File: config.mk
export PLATFORM = sky130hd
export DESIGN_NAME = cms_ctrl
export DESIGN_NICKNAME = d
export VERILOG_FILES = /design/src/rtl/cms_pkg.sv /design/src/rtl/cms_ctrl.sv
export SDC_FILE = /design/constraint.sdc
export NUM_CORES = 1
export LEC_CHECK = 0
export ABC_CLOCK_PERIOD_IN_PS = 800
export BUFFER_PORTS_ARGS = -buffer_cell sky130_fd_sc_hd__buf_2
export CORE_AREA = 2 2 39 41
export DETAILED_ROUTE_END_ITERATION = 8
export DIE_AREA = 0 0 41 43
export SLEW_MARGIN = 20
export SYNTH_ARGS = -nofsm -noshare
export SYNTH_HDL_FRONTEND = slang
export SYNTH_SLANG_ARGS = --single-unit
File: constraint.sdc
create_clock -name clock -period 0.8 [get_ports clock]
set_input_delay 0.04 -clock clock [delete_from_list [all_inputs] [get_ports clock]]
set_output_delay 0.04 -clock clock [all_outputs]
set_load 0.03 [all_outputs]
File: src/rtl/cms_pkg.sv
// Package for the counted multiset table: command and status codes,
// transaction field widths, controller state and command types.
// No dependencies; every other file of the block uses it.
`default_nettype none

package cms_pkg;

   // Widths of the transaction fields.
   localparam int OPCODE_W   = 3;
   localparam int KEY_W      = 64;
   localparam int AMOUNT_W   = 16;
   localparam int POSITION_W = 6;
   localparam int STATUS_W   = 2;
   localparam int COUNT_W    = 16;
   localparam int OCC_W      = 7;

   // Command codes.
   localparam logic [OPCODE_W-1:0] OP_FIND   = 3'd0;
   localparam logic [OPCODE_W-1:0] OP_ADD    = 3'd1;
   localparam logic [OPCODE_W-1:0] OP_DELETE = 3'd2;
   localparam logic [OPCODE_W-1:0] OP_REDUCE = 3'd3;
   localparam logic [OPCODE_W-1:0] OP_DIFF   = 3'd4;
   localparam logic [OPCODE_W-1:0] OP_CLEAR  = 3'd5;
   localparam logic [OPCODE_W-1:0] OP_READ   = 3'd6;

   // Response status codes.
   localparam logic [STATUS_W-1:0] ST_OK      = 2'd0;
   localparam logic [STATUS_W-1:0] ST_ABSENT  = 2'd1;
   localparam logic [STATUS_W-1:0] ST_REMOVED = 2'd2;
   localparam logic [STATUS_W-1:0] ST_FULL    = 2'd3;

   // Controller states.
   typedef enum logic {
      ST_IDLE,
      ST_EXECUTE
   } ctrl_state_type;

   // Commands from the controller to the datapath.
   typedef struct packed {
      logic load;     // capture the request and its match vector
      logic execute;  // update the table and load the response register
   } dp_cmd_type;

endpackage

`default_nettype wire

File: src/rtl/cms_ctrl.sv
// Controller of the counted multiset table: accepts a request, sequences
// the execute step and owns the response valid flag.
// Depends on cms_pkg.
`default_nettype none

module cms_ctrl (
   input  wire logic                 clock,
   input  wire logic                 reset,
   input  wire logic                 req_valid,
   output      logic                 req_ready,
   output      logic                 rsp_valid,
   input  wire logic                 rsp_ready,
   output      cms_pkg::dp_cmd_type  cmd
);

   cms_pkg::ctrl_state_type state_ff, state_in;
   logic rsp_valid_ff, rsp_valid_in;

   // State and response flag registers.
   always_ff @(posedge clock) begin
      if (reset) begin
         state_ff     <= cms_pkg::ST_IDLE;
         rsp_valid_ff <= 1'b0;
      end else begin
         state_ff     <= state_in;
         rsp_valid_ff <= rsp_valid_in;
      end
   end

   // Next state and commands. Execution waits while a response is still
   // held in the output register and not being taken. No request is taken
   // while reset is asserted.
   always_comb begin
      state_in     = state_ff;
      cmd          = '0;
      req_ready    = 1'b0;
      rsp_valid_in = rsp_valid_ff & ~rsp_ready;
      unique case (state_ff)
         cms_pkg::ST_IDLE: begin
            req_ready = ~reset;
            if (req_valid && !reset) begin
               cmd.load = 1'b1;
               state_in = cms_pkg::ST_EXECUTE;
            end
         end
         cms_pkg::ST_EXECUTE: begin
            if (!rsp_valid_ff || rsp_ready) begin
               cmd.execute  = 1'b1;
               rsp_valid_in = 1'b1;
               state_in     = cms_pkg::ST_IDLE;
            end
         end
         default: begin
            state_in = cms_pkg::ST_IDLE;
         end
      endcase
   end

   assign rsp_valid = rsp_valid_ff;

endmodule

`default_nettype wire

==> results of run 1 <==
synthesized netlist by cell type, drive strengths merged:
library cell,n
or2b,1
dfxtp,2
nand2b,1
o21bai,1
a21oi,1
inv,1
and2,1
nor3b,1
nor2,1
worst reg2reg max path, cell delays in order, from the launching register on:
cell      delay, ns
dfxtp_2        0.37
or2b_1         0.24
o21bai_1       0.12
kinds of logic (layout without fill, tap and decap cells):
family / count (synthesis) / after routing / share of synthesized area [%]
DFF: 2 / 2 / 42.7
and+or+nand+nor: 5 / 5 / 40.0
AOI/OAI and AO/OA: 2 / 2 / 13.3
buffers and inverters: 1 / 12 / 4.00
flip-flops by register name (all words and copies together) (netlist names):
signal,cells
state_ff,1
rsp_valid,1
how the worst max path moves through the flow:
| stage | from | to | slack, ns | cells after the start |
|---|---|---|---|---|
| 3_5_place_dp | state_ff | state_ff | -0.04 | 2 |
| 4_1_cts | state_ff | cmd[1] | -0.16 | 2 |
| 2_1_floorplan | state_ff | state_ff | -0.12 | 2 |
| 5_1_grt | state_ff | cmd[1] | -0.20 | 2 |
| 6_report | state_ff | cmd[1] | -0.15 | 2 |
| 3_3_place_gp | state_ff | state_ff | -0.02 | 2 |
layout make-up:
class                      instances  area, µm²  share of cell area, %
timing repair buffer               8       60.1                   29.1
multi-input combinational          7       57.6                   27.9
sequential                         2       42.5                   20.6
clock buffer                       3       22.5                   10.9
tap                               16       20.0                   9.70
inverter                           1       3.75                   1.82
through the flow:
stage          std cells  util (%)  setup TNS (ns)
2_1_floorplan         10         -          -0.122
3_3_place_gp          34      11.8         -0.0264
3_5_place_dp          34      11.8         -0.0489
4_1_cts               37      14.7          -0.420
5_1_grt               37      14.9          -0.573
6_report              37      14.9          -0.362
power groups by stage:
| stage | combinational, mW | sequential [mW] | clock [mW] |
|---|---|---|---|
| after floorplan | 0.0400 | 0.120 | 0 |
| after global placement | 0.0701 | 0.115 | 0 |
| after detailed placement | 0.0709 | 0.115 | 0 |
| after CTS | 0.0840 | 0.115 | 0.236 |
| final | 0.0846 | 0.115 | 0.219 |
| after global routing | 0.0910 | 0.116 | 0.255 |
routing by layer:
layer  wire [µm]  global-route usage [%]
met5           0                       0
met4           0                    4.00
met3          46                    6.28
met2          70                    3.75
met1         118                    4.15
timing repair:
| item | CTS | global route |
|---|---|---|
| gates resized for setup | 7 | 1 |
| setup buffers | 0 | 1 |
| setup endpoints to repair | 4 | 5 |
| pin swaps | 1 | 1 |
==> out/metrics.yaml, run 1 <==
status:
  status: "finished, violations left"
  violations: "negative setup slack"
hold_path:
  min_from: "reset"
  hold_end: "rsp_valid"
  hp-class: "input port to register"
  hold_depth: 2
drt:
  wl_um: 235
  drt-vias-per-instance: 2.89
  num_vias: 107
  drc_errors: 0
  postRouteAntennaNets: 0
  firstDrtPassIters: 2
  avgRoutedWirePerCell_um: 6.35
  dr.first_iter.drc_count: 2
critical_path:
  crit_chain: "nor3b_4, buf_6"
  timing.rr.start: "state_ff"
  crit_slowest_cell: "dfxtp_2"
  worstPathBufferInverterCount: 1
  max_stage_delay_ns: 0.34
  worst-setup-path-type: "register to output port"
  end_kind: "output port"
  r2r_end: "state_ff"
  path_delay_family: "flip-flops"
  cp_data_arrival_time_ns: 0.91
  ff2ff_setup_slack_ns: 0
  cp.required_ns: 0.76
  ff2ff_path_depth: 2
  critPathLaunchType: "register"
  path_max_fanout: 5
global_route:
  track_usage_pct: 4.31
  grt_pass1_vias: 111
  globalRouteOverflowTotal: 0
  antenna_found_initial: 0
  grt_max_degree: 6
  grt_pass1_wl_um: 414
logic_synthesis:
  netlist_area_um2: 93.8
  ys_warn_count: 0
  synth_area_per_cell_um2: 9.38
  synth_top_cell_by_area: "dfxtp_1"
  ys_seq_area_share_pct: 42.7
  synth.distinct_cells: 9
  synth_seq_cells: 2
  synthesis.nets: 14
  synth_top_area_share_pct: 42.7
  synthCells: 10
  yosys-top-cells-area: "dfxtp_1 43%, nor3b_2 13%, and2_2 8.0%"
power_and_ir_drop:
  irDropWorstVdd_v: 0.000558
  pwr-share-seq_pct: 27.5
  pwr-share-clk_pct: 52.3
  combPwrFrac_pct: 20.2
  p_per_area_nw_per_um2: 2030
  p_int_mw: 0.315
  switching_share_pct: 24.8
  p_sw_mw: 0.104
  p_leak_nw: 0.0902
  power_mw: 0.418
timing:
  finalCritPeriodShare_pct: 118
  final.min_clock_period_ns: 0.947
  finalClockSkew_ns: 0.00104
  fmax_mhz: 1060
  holdWs_ns: 0.0382
  setup_violations: 4
  tightest_slew_ns: 0.165
  fin_ws_ns: -0.147
  hold_viol: 0
  slew_headroom_pct: 89.0
  rsz0062_at_grt: "yes"
  drv_slew: 0
job:
  maxCapViolations: 0
floorplan:
  dieHeight_um: 43
  start_util_pct: 6.78
  core_area_um2: 1380
  rows: 14
  die_area_um2: 1760
  io_pins: 8
  die_w_um: 41
clocking:
  numCtsBuffers: 3
  clockBufferDepth: 2
  root_buffer: "clkbuf_4"
  clkTransAtPathRegs_ns: 0.03
  ctsHoldBuffers: 0
  clk_latency_ns: 0.22
  clock-sinks: 2
  cts_max_level: 1
  cts_tree: "done"
final_layout:
  layout_commonest_cell: "clkbuf_4"
  area_growth_pct: 120
  drive_gt1_share_pct: 71.4
  fillCellCount: 155
  layout_common_cells: "4 x clkbuf_4, 3 x buf_2, 2 x buf_6, 2 x buf_4, 2 x dfxtp_2"
  finalNetCount: 27
  post-route-cell-area_um2: 206
  diodes: 0
placement:
  place.gp.congestion: 0.518
  pre_cts_slack_ns: -0.0412
  dpl_cell_area_um2: 164
  numPortBuffers: 7
Note: power is estimated with default switching activity, not from simulation.
==> inputs of run 2 (changes only) <==
ABC_CLOCK_PERIOD_IN_PS = 1200   (was 800)
GPL_ROUTABILITY_DRIVEN = 1   (was default)
TNS_END_PERCENT = 1   (was default)
clock period = 1.2 ns   (was 0.8 ns; I/O delays follow)
==> run 2 against run 1 <==
Compared with the run above:
- the flow now finishes without violations
- hold slack gained 0.0029 ns
- count of clock-buffer cells in the layout is the same
- register-to-register slack gained 0.41 ns
- highest routed layer unchanged
- first-iteration DRC count shrank 50%
- cell count shrank 2.7%
- worst setup slack gained 0.31 ns
- critical path type unchanged
- die area is the same
- sequential power shrank 35%
==> out/metrics.yaml, run 2 (synthesis results as in run 1) <==
global_route:
  grt_pass1_wl_um: 262  # was 414 µm
  antenna_found_initial: 0  # unchanged
  grt_max_degree: 6  # unchanged
  globalRouteOverflowTotal: 0  # unchanged
  grt_pass1_vias: 75  # was 111
  track_usage_pct: 3.20  # was 4.31%
critical_path:
  cp_data_arrival_time_ns: 0.98  # was 0.91 ns
  critPathLaunchType: "register"  # unchanged
  worst-setup-path-type: "register to output port"  # unchanged
  path_delay_family: "flip-flops"  # unchanged
  end_kind: "output port"  # unchanged
  worstPathBufferInverterCount: 1  # unchanged
  max_stage_delay_ns: 0.31  # was 0.34 ns
  path_max_fanout: 3  # was 5
  crit_slowest_cell: "dfxtp_1"  # was dfxtp_2
  crit_chain: "nand2b_1, and2_2, buf_2"  # was nor3b_4, buf_6
  cp.required_ns: 1.14  # was 0.76 ns
final_layout:
  finalNetCount: 26  # was 27
  diodes: 0  # unchanged
  fillCellCount: 164  # was 155
  fin_cells: 36  # was 37
  post-route-cell-area_um2: 171  # was 206 µm²
  multi_input_area_um2: 50.0  # was 57.6 µm²
  regArea_um2: 40.0  # was 42.5 µm²
  drive_gt1_share_pct: 60.0  # was 71.4%
  area_growth_pct: 82.7  # was 120%
  final_util_pct: 12.4  # was 14.9%
  layout_common_cells: "7 x buf_2, 3 x clkbuf_4, 2 x dfxtp_1"  # was 4 x clkbuf_4, 3 x buf_2, 2 x buf_6, 2 x buf_4, 2 x dfxtp_2
  layout_commonest_cell: "buf_2"  # was clkbuf_4
clocking:
  clockBufferDepth: 2  # unchanged
  numCtsBuffers: 3  # unchanged
  ctsHoldBuffers: 0  # unchanged
  cts_setup_buffers: 0  # unchanged
  cts_max_level: 1  # unchanged
  clock-sinks: 2  # unchanged
  cts_tree: "done"  # unchanged
  clk_latency_ns: 0.22  # about the same
  postCtsResizedCells: 0  # was 7
  clkTransAtPathRegs_ns: 0.03  # about the same
  root_buffer: "clkbuf_4"  # unchanged
job:
  maxCapViolations: 0  # unchanged
hold_path:
  hp-class: "input port to register"  # unchanged
power_and_ir_drop:
  p_per_area_nw_per_um2: 1540  # was 2030 nW/µm²
  power_mw: 0.264  # was 0.418 mW
  irDropWorstVdd_v: 0.000171  # was 0.000558 V
  p_leak_nw: 0.0797  # was 0.0902 nW
drt:
  num_vias: 98  # was 107
  drc_errors: 0  # unchanged
  firstDrtPassIters: 2  # unchanged
  dr.first_iter.drc_count: 1  # was 2
  wl_um: 227  # was 235 µm
  avgRoutedWirePerCell_um: 6.31  # was 6.35 µm
  postRouteAntennaNets: 0  # unchanged
  drt-vias-per-instance: 2.72  # was 2.89
timing:
  fin_ws_ns: 0.159  # was -0.147 ns
  fin_setup_tns_ns: 0  # was -0.362 ns
  drv_slew: 0  # unchanged
  finalClockSkew_ns: 0.00457  # was 0.00104 ns
  hold_viol: 0  # unchanged
  final.min_clock_period_ns: 1.04
  rsz0062_at_grt: "no"  # was yes
  setup_violations: 0  # was 4
  fmax_mhz: 961
  finalCritPeriodShare_pct: 86.7
  slew_headroom_pct: 89.6  # was 89.0%
  tightest_slew_ns: 0.155  # was 0.165 ns
  holdWs_ns: 0.0411  # was 0.0382 ns
placement:
  pre_cts_slack_ns: 0.387  # was -0.0412 ns
  numPortBuffers: 7  # unchanged
  place.gp.congestion: 0.418  # was 0.518
  dp_cells: 33  # was 34
  dpl_cell_area_um2: 149  # was 164 µm²
status:
  status: "finished, final reports clean"  # was finished, violations left
floorplan:
  core_area_um2: 1380  # unchanged
  die_area_um2: 1760  # unchanged
  die_w_um: 41  # unchanged
  io_pins: 8  # unchanged
  dieHeight_um: 43  # unchanged
  start_util_pct: 6.78  # unchanged
  rows: 14  # unchanged
-- run 2: changes by cell type in the layout (fill, tap and decap cells not counted) --
cell      delta
dfxtp_2      -2
and2_2       +1
nor3b_4      -1
nor3b_2      +1
dfxtp_1      +2
clkbuf_4     -1
buf_6        -2
buf_2        +4
buf_4        -2
and2_4       -1
-- run 2: worst register-to-register path, stage by stage (launching register included) --
cell and delay, ns:
dfxtp_1 0.38, or2b_1 0.24, o21bai_1 0.11
-- run 2: per-layer routing --
metal	wire (µm)	track usage (%)	vias up
li1	-	-	54
met1	93	1.90	38
met2	104	2.50	6
met3	29	3.14	0
met4	0	8.00	0
met5	0	0	-
-- run 2: final timing paths --
check,cells after the start,slack [ns],startpoint,end
worst max-delay path,3,0.16,rsp_valid,cmd[0]
worst min-delay path,2,0.04,reset,rsp_valid
worst max register to register,2,0.41,state_ff,state_ff
worst min register to register,2,0.49,state_ff,rsp_valid
-- run 2: where the power goes --
part,internal (mW),switching [mW]
registers,0.0712,0.00332
clock network,0.110,0.0366
logic,0.0164,0.0265
total,0.198,0.0664
-- run 2: area by class of cell --
type	count	area share, %
multi-input cells	7	29.2
well taps	16	11.7
flip-flops and latches	2	23.4
clock buffers	3	13.1
repair buffers	7	20.4
inverters	1	2.19
